`src/ric_pkg.sv`:
```
// Shared types and constants of the reference-counted inode cache.
// Used by the slot unit, the top level and the checker; depends on nothing.
package ric_pkg;

    localparam int IN_TDATA_W  = 48;
    localparam int OUT_TDATA_W = 88;

    localparam logic [15:0] COUNT_MAX = 16'hFFFF;

    // Operation codes carried in the input tuser.
    localparam logic [1:0] OP_ACQUIRE = 2'd0;
    localparam logic [1:0] OP_RELEASE = 2'd1;
    localparam logic [1:0] OP_MARK    = 2'd2;
    localparam logic [1:0] OP_NONE    = 2'd3;

    // Result status codes carried in the output tuser.
    localparam logic [2:0] ST_HIT       = 3'd0;
    localparam logic [2:0] ST_ALLOC     = 3'd1;
    localparam logic [2:0] ST_FULL      = 3'd2;
    localparam logic [2:0] ST_STILL_REF = 3'd3;
    localparam logic [2:0] ST_CLEAN     = 3'd4;
    localparam logic [2:0] ST_WRITEBACK = 3'd5;
    localparam logic [2:0] ST_MARKED    = 3'd6;
    localparam logic [2:0] ST_ERROR     = 3'd7;

    // One slot of the cache as it is held in the slot RAM.
    typedef struct packed {
        logic [7:0]  dev;
        logic [31:0] ino;
        logic [15:0] cnt;
        logic        dirty;
    } entry_t;

    // What the slot unit reports about the entry it was given.
    typedef struct packed {
        logic        match;
        logic        free;
        logic [2:0]  status;
        logic        wr_en;
        entry_t      wr_entry;
    } slot_res_t;

endpackage

```
`src/refcounted_inode_cache.sv`:
```
// Top level of the reference-counted inode cache: sequencer, valid bits, config.
// Depends on ric_pkg, ric_ram and ric_slot_unit.
//
// This block keeps SLOT_COUNT cached inode slots, each with a device and inode
// tag, a 16-bit reference count and a dirty mark, all held in one slot RAM and
// visited one slot per cycle by a shared compare and count unit. The opcode
// travels in s_tuser and the status in m_tuser. An acquire scans the slots
// from slot 0: it stops at the first tag match (stale slots with a zero count
// match too) and otherwise claims the lowest slot with a zero count, so a hit
// at slot k ends the scan there, while a miss or a full table visits every
// slot through the RAM read port. Release and mark-dirty read their one slot,
// a release or mark with a slot index beyond the table reads no slot and
// reports an error, and the unused opcode gives no result word. Each
// accepted word other than the unused opcode gives exactly one result word. A
// finished result waits in the output register, and the next input word is
// accepted while it waits. Per-slot valid bits make every slot read as all
// zero after reset, so no clearing pass is needed. The inode table start
// register is written through the cfg channel, which is always ready, and
// should only be written while no operation is in flight.
module refcounted_inode_cache
    import ric_pkg::*;
#(
    parameter int SLOT_COUNT = 64
) (
    input  logic                   clk,
    input  logic                   rst_n,
    // Configuration write channel: inode_table_start.
    input  logic                   cfg_valid,
    output logic                   cfg_ready,
    input  logic [31:0]            cfg_data,
    // Input stream.
    input  logic                   s_tvalid,
    output logic                   s_tready,
    // s_tdata, lowest bit up: device_id[7:0], inode_number[39:8],
    // slot_index[45:40], zero fill[47:46].
    input  logic [IN_TDATA_W-1:0]  s_tdata,
    // s_tuser: opcode[1:0].
    input  logic [1:0]             s_tuser,
    // Output stream.
    output logic                   m_tvalid,
    input  logic                   m_tready,
    // m_tdata, lowest bit up: slot_out[5:0], device_out[13:6],
    // inode_out[45:14], disk_block[77:46], block_offset[80:78],
    // zero fill[87:81].
    output logic [OUT_TDATA_W-1:0] m_tdata,
    // m_tuser: status[2:0].
    output logic [2:0]             m_tuser
);

    localparam int IDX_W = $clog2(SLOT_COUNT);
    localparam int ENTRY_W = $bits(entry_t);
    localparam logic [IDX_W-1:0] LAST_IDX = IDX_W'(SLOT_COUNT - 1);
    localparam logic [8:0] SLOT_LIMIT = 9'(SLOT_COUNT);

    typedef enum logic [1:0] {
        S_IDLE,
        S_SCAN,
        S_LOOK,
        S_RESP
    } state_t;

    state_t                  state_reg, state_next;
    logic [1:0]              op_reg, op_next;
    logic [7:0]              dev_reg, dev_next;
    logic [31:0]             ino_reg, ino_next;
    logic [IDX_W-1:0]        slot_reg, slot_next;
    logic [IDX_W-1:0]        cur_reg, cur_next;
    logic                    free_found_reg, free_found_next;
    logic [IDX_W-1:0]        free_idx_reg, free_idx_next;
    logic [2:0]              res_status_reg, res_status_next;
    logic [5:0]              res_slot_reg, res_slot_next;
    logic [7:0]              res_dev_reg, res_dev_next;
    logic [31:0]             res_ino_reg, res_ino_next;
    logic                    res_desc_reg, res_desc_next;
    logic [31:0]             start_reg, start_next;
    logic [SLOT_COUNT-1:0]   valid_reg, valid_next;
    logic                    rd_valid_reg, rd_valid_next;
    logic                    m_tvalid_reg, m_tvalid_next;
    logic [OUT_TDATA_W-1:0]  m_tdata_reg, m_tdata_next;
    logic [2:0]              m_tuser_reg, m_tuser_next;

    logic                    accept;
    logic [1:0]              in_op;
    logic [7:0]              in_dev;
    logic [31:0]             in_ino;
    logic [5:0]              in_slot;

    logic                    ram_we;
    logic [IDX_W-1:0]        ram_waddr;
    entry_t                  ram_wdata;
    logic [IDX_W-1:0]        rd_addr;
    logic [ENTRY_W-1:0]      ram_q;
    entry_t                  entry_q;
    slot_res_t               unit_res;

    logic [31:0]             rel_ino;
    logic [31:0]             blk;
    logic [2:0]              offset;

    assign cfg_ready = 1'b1;
    assign s_tready  = (state_reg == S_IDLE);
    assign accept    = s_tvalid && s_tready;

    assign in_op   = s_tuser;
    assign in_dev  = s_tdata[7:0];
    assign in_ino  = s_tdata[39:8];
    assign in_slot = s_tdata[45:40];

    assign m_tvalid = m_tvalid_reg;
    assign m_tdata  = m_tdata_reg;
    assign m_tuser  = m_tuser_reg;

    // A slot that was never written reads as all zero.
    assign entry_q = rd_valid_reg ? entry_t'(ram_q) : '0;

    ric_ram #(
        .WIDTH (ENTRY_W),
        .DEPTH (SLOT_COUNT)
    ) u_slot_ram (
        .clk   (clk),
        .we    (ram_we),
        .waddr (ram_waddr),
        .wdata (ram_wdata),
        .raddr (rd_addr),
        .rdata (ram_q)
    );

    ric_slot_unit u_slot_unit (
        .op      (op_reg),
        .req_dev (dev_reg),
        .req_ino (ino_reg),
        .entry   (entry_q),
        .res     (unit_res)
    );

    // Block address and offset of the reported inode, formed as the result
    // moves into the output register.
    assign rel_ino = res_ino_reg - 32'd1;
    assign blk     = res_desc_reg ? ({3'b000, rel_ino[31:3]} + start_reg) : 32'd0;
    assign offset  = res_desc_reg ? rel_ino[2:0] : 3'd0;

    always_comb
    begin
        state_next      = state_reg;
        op_next         = op_reg;
        dev_next        = dev_reg;
        ino_next        = ino_reg;
        slot_next       = slot_reg;
        cur_next        = cur_reg;
        free_found_next = free_found_reg;
        free_idx_next   = free_idx_reg;
        res_status_next = res_status_reg;
        res_slot_next   = res_slot_reg;
        res_dev_next    = res_dev_reg;
        res_ino_next    = res_ino_reg;
        res_desc_next   = res_desc_reg;
        m_tvalid_next   = m_tvalid_reg;
        m_tdata_next    = m_tdata_reg;
        m_tuser_next    = m_tuser_reg;
        ram_we          = 1'b0;
        ram_waddr       = cur_reg;
        ram_wdata       = unit_res.wr_entry;
        rd_addr         = '0;

        start_next = cfg_valid ? cfg_data : start_reg;

        // The waiting result leaves when the consumer takes it.
        if (m_tready)
        begin
            m_tvalid_next = 1'b0;
        end

        case (state_reg)
            S_IDLE:
            begin
                if (accept)
                begin
                    op_next  = in_op;
                    dev_next = in_dev;
                    ino_next = in_ino;
                    case (in_op)
                        OP_ACQUIRE:
                        begin
                            rd_addr         = '0;
                            cur_next        = '0;
                            free_found_next = 1'b0;
                            state_next      = S_SCAN;
                        end
                        OP_RELEASE, OP_MARK:
                        begin
                            if ({3'b000, in_slot} >= SLOT_LIMIT)
                            begin
                                // Slot beyond the table: report an error only.
                                res_status_next = ST_ERROR;
                                res_slot_next   = in_slot;
                                res_dev_next    = 8'd0;
                                res_ino_next    = 32'd0;
                                res_desc_next   = 1'b0;
                                state_next      = S_RESP;
                            end
                            else
                            begin
                                rd_addr    = IDX_W'(in_slot);
                                slot_next  = IDX_W'(in_slot);
                                state_next = S_LOOK;
                            end
                        end
                        default:
                        begin
                            state_next = S_IDLE;
                        end
                    endcase
                end
            end
            S_SCAN:
            begin
                // The data of slot cur_reg is on the RAM output; fetch the next.
                rd_addr  = (cur_reg == LAST_IDX) ? '0 : cur_reg + 1'b1;
                cur_next = cur_reg + 1'b1;
                if (unit_res.match)
                begin
                    ram_we          = 1'b1;
                    ram_waddr       = cur_reg;
                    ram_wdata       = unit_res.wr_entry;
                    res_status_next = ST_HIT;
                    res_slot_next   = 6'(cur_reg);
                    res_dev_next    = entry_q.dev;
                    res_ino_next    = entry_q.ino;
                    res_desc_next   = 1'b1;
                    state_next      = S_RESP;
                end
                else
                begin
                    if (unit_res.free && !free_found_reg)
                    begin
                        free_found_next = 1'b1;
                        free_idx_next   = cur_reg;
                    end
                    if (cur_reg == LAST_IDX)
                    begin
                        state_next = S_RESP;
                        if (free_found_reg || unit_res.free)
                        begin
                            ram_we          = 1'b1;
                            ram_waddr       = free_found_reg ? free_idx_reg : cur_reg;
                            ram_wdata.dev   = dev_reg;
                            ram_wdata.ino   = ino_reg;
                            ram_wdata.cnt   = 16'd1;
                            ram_wdata.dirty = 1'b0;
                            res_status_next = ST_ALLOC;
                            res_slot_next   = 6'(ram_waddr);
                            res_dev_next    = dev_reg;
                            res_ino_next    = ino_reg;
                            res_desc_next   = 1'b1;
                        end
                        else
                        begin
                            res_status_next = ST_FULL;
                            res_slot_next   = 6'd0;
                            res_dev_next    = 8'd0;
                            res_ino_next    = 32'd0;
                            res_desc_next   = 1'b0;
                        end
                    end
                end
            end
            S_LOOK:
            begin
                ram_we          = unit_res.wr_en;
                ram_waddr       = slot_reg;
                ram_wdata       = unit_res.wr_entry;
                res_status_next = unit_res.status;
                res_slot_next   = 6'(slot_reg);
                res_dev_next    = entry_q.dev;
                res_ino_next    = entry_q.ino;
                res_desc_next   = 1'b1;
                state_next      = S_RESP;
            end
            S_RESP:
            begin
                if (!m_tvalid_reg || m_tready)
                begin
                    m_tvalid_next = 1'b1;
                    m_tdata_next  = {7'd0, offset, blk, res_ino_reg, res_dev_reg,
                                     res_slot_reg};
                    m_tuser_next  = res_status_reg;
                    state_next    = S_IDLE;
                end
            end
            default:
            begin
                state_next = S_IDLE;
            end
        endcase

        valid_next = valid_reg;
        if (ram_we)
        begin
            valid_next = valid_reg | ({{(SLOT_COUNT - 1){1'b0}}, 1'b1} << ram_waddr);
        end
        rd_valid_next = valid_reg[rd_addr];
    end

    always_ff @(posedge clk or negedge rst_n)
    begin
        if (!rst_n)
        begin
            state_reg      <= S_IDLE;
            op_reg         <= OP_NONE;
            dev_reg        <= '0;
            ino_reg        <= '0;
            slot_reg       <= '0;
            cur_reg        <= '0;
            free_found_reg <= 1'b0;
            free_idx_reg   <= '0;
            res_status_reg <= ST_HIT;
            res_slot_reg   <= '0;
            res_dev_reg    <= '0;
            res_ino_reg    <= '0;
            res_desc_reg   <= 1'b0;
            start_reg      <= '0;
            valid_reg      <= '0;
            rd_valid_reg   <= 1'b0;
            m_tvalid_reg   <= 1'b0;
            m_tdata_reg    <= '0;
            m_tuser_reg    <= '0;
        end
        else
        begin
            state_reg      <= state_next;
            op_reg         <= op_next;
            dev_reg        <= dev_next;
            ino_reg        <= ino_next;
            slot_reg       <= slot_next;
            cur_reg        <= cur_next;
            free_found_reg <= free_found_next;
            free_idx_reg   <= free_idx_next;
            res_status_reg <= res_status_next;
            res_slot_reg   <= res_slot_next;
            res_dev_reg    <= res_dev_next;
            res_ino_reg    <= res_ino_next;
            res_desc_reg   <= res_desc_next;
            start_reg      <= start_next;
            valid_reg      <= valid_next;
            rd_valid_reg   <= rd_valid_next;
            m_tvalid_reg   <= m_tvalid_next;
            m_tdata_reg    <= m_tdata_next;
            m_tuser_reg    <= m_tuser_next;
        end
    end

endmodule

```
`src/ric_ram.sv`:
```
// Generic single-write, single-read RAM with a registered read port.
// Depends on nothing.
module ric_ram #(
    parameter int WIDTH = 57,
    parameter int DEPTH = 64
) (
    input  logic                     clk,
    input  logic                     we,
    input  logic [$clog2(DEPTH)-1:0] waddr,
    input  logic [WIDTH-1:0]         wdata,
    input  logic [$clog2(DEPTH)-1:0] raddr,
    output logic [WIDTH-1:0]         rdata
);

    logic [WIDTH-1:0] mem [DEPTH];

    always_ff @(posedge clk)
    begin
        if (we)
        begin
            mem[waddr] <= wdata;
        end
        rdata <= mem[raddr];
    end

endmodule

```
`src/ric_slot_unit.sv`:
```
// Shared tag compare and count update unit, applied to one slot per cycle.
// Depends on ric_pkg.
module ric_slot_unit
    import ric_pkg::*;
(
    input  logic [1:0]  op,
    input  logic [7:0]  req_dev,
    input  logic [31:0] req_ino,
    input  entry_t      entry,
    output slot_res_t   res
);

    logic        is_acq;
    logic        hold;
    logic [15:0] addend;
    logic [15:0] cnt_next;

    // One adder serves both increment and decrement; the count saturates at
    // the top on acquire and stays at zero on release.
    assign is_acq   = (op == OP_ACQUIRE);
    assign addend   = is_acq ? 16'h0001 : 16'hFFFF;
    assign hold     = is_acq ? (entry.cnt == COUNT_MAX) : (entry.cnt == 16'd0);
    assign cnt_next = hold ? entry.cnt : entry.cnt + addend;

    always_comb
    begin
        res          = '0;
        res.match    = is_acq && (req_ino != 32'd0) && (entry.dev == req_dev)
                       && (entry.ino == req_ino);
        res.free     = (entry.cnt == 16'd0);
        res.wr_entry = entry;
        case (op)
            OP_ACQUIRE:
            begin
                res.status       = ST_HIT;
                res.wr_en        = res.match;
                res.wr_entry.cnt = cnt_next;
            end
            OP_MARK:
            begin
                res.status         = ST_MARKED;
                res.wr_en          = 1'b1;
                res.wr_entry.dirty = 1'b1;
            end
            OP_RELEASE:
            begin
                res.wr_entry.cnt = cnt_next;
                if (entry.cnt == 16'd0)
                begin
                    res.status = ST_ERROR;
                    res.wr_en  = 1'b0;
                end
                else if (cnt_next != 16'd0)
                begin
                    res.status = ST_STILL_REF;
                    res.wr_en  = 1'b1;
                end
                else if (entry.dirty)
                begin
                    res.status         = ST_WRITEBACK;
                    res.wr_en          = 1'b1;
                    res.wr_entry.dirty = 1'b0;
                end
                else
                begin
                    res.status = ST_CLEAN;
                    res.wr_en  = 1'b1;
                end
            end
            default:
            begin
                res.status = ST_ERROR;
                res.wr_en  = 1'b0;
            end
        endcase
    end

endmodule

```
`config.mk`:
```
export PLATFORM = sky130hd
export DESIGN_NAME = refcounted_inode_cache
export DESIGN_NICKNAME = d
export VERILOG_FILES = /design/src/ric_pkg.sv /design/src/refcounted_inode_cache.sv /design/src/ric_ram.sv /design/src/ric_slot_unit.sv
export SDC_FILE = /design/constraint.sdc
export NUM_CORES = 2
export LEC_CHECK = 0
export BUFFER_PORTS_ARGS = -buffer_cell sky130_fd_sc_hd__buf_2
export CORE_MARGIN = 4
export CORE_UTILIZATION = 55
export DETAILED_ROUTE_END_ITERATION = 7
export PLACE_DENSITY = 0.69
export SLEW_MARGIN = 30
export SYNTH_ARGS = -nofsm -noshare
export SYNTH_HDL_FRONTEND = slang
export SYNTH_SLANG_ARGS = --single-unit
```
`constraint.sdc`:
```
create_clock -name clk -period 9.7 [get_ports clk]
set_clock_uncertainty 0.05 [all_clocks]
set_input_delay 1.455 -clock clk [delete_from_list [all_inputs] [get_ports clk]]
set_output_delay 1.455 -clock clk [all_outputs]
set_load 0.02 [all_outputs]
```
==> reports/metrics.csv <==
stage;metric;value;unit
worst_setup_path;cp_slowest_stage_delay;0.86;ns
routing;drt_drc_violations_left;0;
logic_synthesis;synth-seq-area-share;0.726;
sta;final_min_period_over_clock_period;0.701;
clock_tree;cts_hold_buffers;0;
routing;drtIter0Drc;16100;
logic_synthesis;synth.lib_cells_used.distinct;81;
sta;tightest_slew;1.14;ns
logic_synthesis;synthArstFlopShare;0.0738;
final_layout;syn_to_final_growth;12.3;%
status;run_status;completed;
placement;dpl-instance-area;169000;µm²
sta;hold_viol_final;0;
sta;period_needed;6.80;ns
logic_synthesis;yosysWarnings;0;
clock_tree;cts_htree_levels;5;
routing;route.final.wire_length;469;mm
logic_synthesis;post-synth-top-area-cell;sky130_fd_sc_hd__edfxtp_1;
routing;postRouteAntennaNets;0;
routing;wl_per_cell;26.9;µm
sta;timing.final.setup_violations;0;
final_layout;final_net_count;13300;
global_route;grt_antenna_before_repair;29;
floorplan;placeableCoreArea;294000;µm²
clock_tree;cts_tree;yes;
placement;gp_congestion;0.861;
floorplan;fp.dieH;552;µm
sta;worst_hold_margin;0.419;ns
routing;dr_total_vias;111000;
final_layout;largest_reg_flops;3648;
global_route;overflow;0;
clock_tree;clk_latency;0.97;ns
worst_setup_path;startpoint_of_the_worst_slack_reg_to_reg_timing_path;rd_valid_reg$_DFF_PN0_;
run;max_cap_viol_count;0;
worst_setup_path;cp.depth;11;
worst_setup_path;crit_arrival;7.29;ns
global_route;grt_use_total;0.300;
sta;slew_headroom;0.236;
logic_synthesis;syn_area_cell;12.3;µm²
logic_synthesis;synthCells;13200;
pwr;share_clk_of_total_power;0.276;
floorplan;die-area;304000;µm²
placement;dpl.hpwl;254;mm
worst_setup_path;cp_data_required_time;10.19;ns
placement;port_buffers;170;
logic_synthesis;syn_area;163000;µm²
logic_synthesis;postSynthRegisterBits;4000;
pwr;power.density_cell_area;307;nW/µm²
worst_setup_path;critical-path-slowest-cell;sky130_fd_sc_hd__buf_4;
worst_setup_path;worstSetupPathType;reg2reg;
min_path;worstHoldPathType;reg2reg;
worst_setup_path;reg2reg_slack;2.90;ns
final_layout;stdcell_area;183000;µm²
clock_tree;count_of_cells_resized_by_post_cts_repair;0;
floorplan;die_width;552;µm
global_route;grt_pass1_vias;105000;
pwr;leakage;64.7;nW
final_layout;mostFrequentLayoutCells;sky130_fd_sc_hd__nand2_1, sky130_fd_sc_hd__edfxtp_1, sky130_fd_sc_hd__nand3_1;
sta;setup_tns;0;ns
pwr;power_switching_share;0.362;
worst_setup_path;setup.worst_path.end_class;register;
routing;viasPerCell;6.35;
logic_synthesis;synth_top_cells_by_area;sky130_fd_sc_hd__edfxtp_1, sky130_fd_sc_hd__nand2_1, sky130_fd_sc_hd__nand3_1;
clock_tree;clk_transition_reported_paths;0.06;ns
worst_setup_path;cp_cell_sequence;nand2_1 -> a221oi_1 -> nand4bb_1 -> or4_4 -> nor4b_2 -> nand2_1 -> a41oi_1 -> nor2b_1 -> or3b_1 -> nor2_4 -> buf_4;
pwr;p_switching;0.0203;W
logic_synthesis;dominantRegCellSynth;sky130_fd_sc_hd__edfxtp_1;
worst_setup_path;crit_path_max_fanout;44;
routing;drt_first_pass_iters;7;
logic_synthesis;synth_top_cell_area_share;0.674;
pwr;worst_ir_drop_vdd;364;µV
pwr;comb_power_share;0.304;
logic_synthesis;synth_edf_count;3648;
worst_setup_path;reg2reg_depth;11;
global_route;grt_max_degree;192;
clock_tree;postCtsSetupBuffers;0;
worst_setup_path;worst_path_bufs_invs;1;
sta;achievable-frequency;147;MHz
floorplan;initial_utilization;0.553;
final_layout;mostFrequentLayoutCell;sky130_fd_sc_hd__nand2_1;
floorplan;placement_rows;199;
worst_setup_path;startpoint;rd_valid_reg$_DFF_PN0_;
pwr;finalPower;0.0560;W
clock_tree;ctsRootBufferMaster;sky130_fd_sc_hd__clkbuf_16;
final_layout;layout.core_utilization;0.621;
clock_tree;tritoncts.num_buffers;398;
worst_setup_path;critPathCapture;u_slot_ram.mem[19][14]$_DFFE_PP_;
pwr;p_seq_frac;0.420;
worst_setup_path;rr_endpoint;u_slot_ram.mem[19][14]$_DFFE_PP_;
floorplan;io-pin-count;181;
clock_tree;clock-sinks;4000;
sta;rsz_0062_raised_after_global_routing;no;
global_route;grt_pass1_wl;684;mm
final_layout;layout-drive-gt1-share;0.100;
sta;timing.final.max_slew_violations;0;
worst_setup_path;setup_crit_start_kind;register;
clock_tree;clockBufferDepth;4;
pwr;power.internal;0.0357;W
worst_setup_path;critical-path-top-delay-family;simple AND/OR/NAND/NOR gates;
worst_setup_path;critical_path.most_common_cell;sky130_fd_sc_hd__nand2_1;
-- worst min-delay path by stage --
stage                                startpoint                        end  slack, ns  cells after the start
finish              res_slot_reg[3]$_DFFE_PN0P_     m_tdata[3]$_DFFE_PN0P_       0.42                      2
global route          valid_reg[33]$_DFFE_PN0P_  valid_reg[33]$_DFFE_PN0P_       0.44                      1
CTS                 res_slot_reg[3]$_DFFE_PN0P_     m_tdata[3]$_DFFE_PN0P_       0.42                      2
detailed placement  res_slot_reg[3]$_DFFE_PN0P_     m_tdata[3]$_DFFE_PN0P_       0.41                      2
global placement    res_slot_reg[3]$_DFFE_PN0P_     m_tdata[3]$_DFFE_PN0P_       0.41                      2
floorplan           res_slot_reg[3]$_DFFE_PN0P_     m_tdata[3]$_DFFE_PN0P_       0.38                      2
-- through the flow --
step                      setup slack [ns]  instances
after floorplan                       2.96      13200
after CTS                             3.09      17400
after global routing                  2.77      17400
after detailed placement              2.99      16700
final                                 2.90      17400
after global placement                3.13      16700
-- worst register-to-register path, stage by stage (launching register included) --
cell	delay (ns)
sky130_fd_sc_hd__dfrtp_4	0.72
sky130_fd_sc_hd__nand2_1	0.35
sky130_fd_sc_hd__a221oi_1	0.32
sky130_fd_sc_hd__nand4bb_1	0.19
sky130_fd_sc_hd__or4_4	0.59
sky130_fd_sc_hd__nor4b_2	0.32
sky130_fd_sc_hd__nand2_1	0.43
sky130_fd_sc_hd__a41oi_1	0.45
sky130_fd_sc_hd__nor2b_1	0.65
sky130_fd_sc_hd__or3b_1	0.66
sky130_fd_sc_hd__nor2_4	0.76
sky130_fd_sc_hd__buf_4	0.87
-- layout make-up --
type                            instances  area [µm²]
Clock buffer                          520       10900
Timing Repair Buffer                  498        4140
Sequential cell                      4000      118000
Fill cell                           21600      112000
Multi-Input combinational cell       8215       42100
Inverter                               43         161
Clock inverter                        219        2260
Antenna cell                           14        35.0
Tap cell                             3919        4900
-- layer usage --
| metal | wire length, µm | global-route usage | part of all wire |
|---|---|---|---|
| met1 | 181000 | 0.419 | 0.39 |
| met2 | 216000 | 0.471 | 0.46 |
| met3 | 56200 | 0.0686 | 0.12 |
| met4 | 15900 | 0.0981 | 0.034 |
| met5 | 61 | 0 | 0.00013 |
-- cell families after synthesis --
logic type	Yosys count	synth area share
multiplexers	90	0.00616
buffers and inverters	986	0.0231
adder cells (fa/ha/maj)	46	0.00359
XOR/XNOR	68	0.00366
other	2	0.0000462
AND/OR/NAND/NOR	6605	0.174
AO/OA/AOI/OAI	1398	0.0631
flip-flops	4000	0.726
-- cell usage after synthesis, types with 42 or more instances --
cell type,count
sky130_fd_sc_hd__o21bai_1,73
sky130_fd_sc_hd__a311oi_1,589
sky130_fd_sc_hd__clkbuf_1,826
sky130_fd_sc_hd__a211oi_1,73
sky130_fd_sc_hd__nor2_1,179
sky130_fd_sc_hd__buf_1,95
sky130_fd_sc_hd__dfxtp_1,57
sky130_fd_sc_hd__mux2_2,81
sky130_fd_sc_hd__and3_1,258
sky130_fd_sc_hd__o21ai_0,160
sky130_fd_sc_hd__nand3_1,1852
sky130_fd_sc_hd__ha_1,45
sky130_fd_sc_hd__edfxtp_1,3648
sky130_fd_sc_hd__dfrtp_1,293
sky130_fd_sc_hd__nand2_1,4121
sky130_fd_sc_hd__a21oi_1,180
sky130_fd_sc_hd__a31oi_1,176
sky130_fd_sc_hd__inv_1,42
-- power groups by stage --
| stage | sequential [W] | clock [W] | combinational (W) |
|---|---|---|---|
| 2_1_floorplan | 0.0239 | 0 | 0.00956 |
| 3_3_place_gp | 0.0238 | 0 | 0.0160 |
| 3_5_place_dp | 0.0238 | 0 | 0.0165 |
| 4_1_cts | 0.0235 | 0.0155 | 0.0166 |
| 5_1_grt | 0.0236 | 0.0163 | 0.0182 |
| 6_report | 0.0235 | 0.0154 | 0.0170 |
Note: power is estimated with default switching activity, not from simulation.
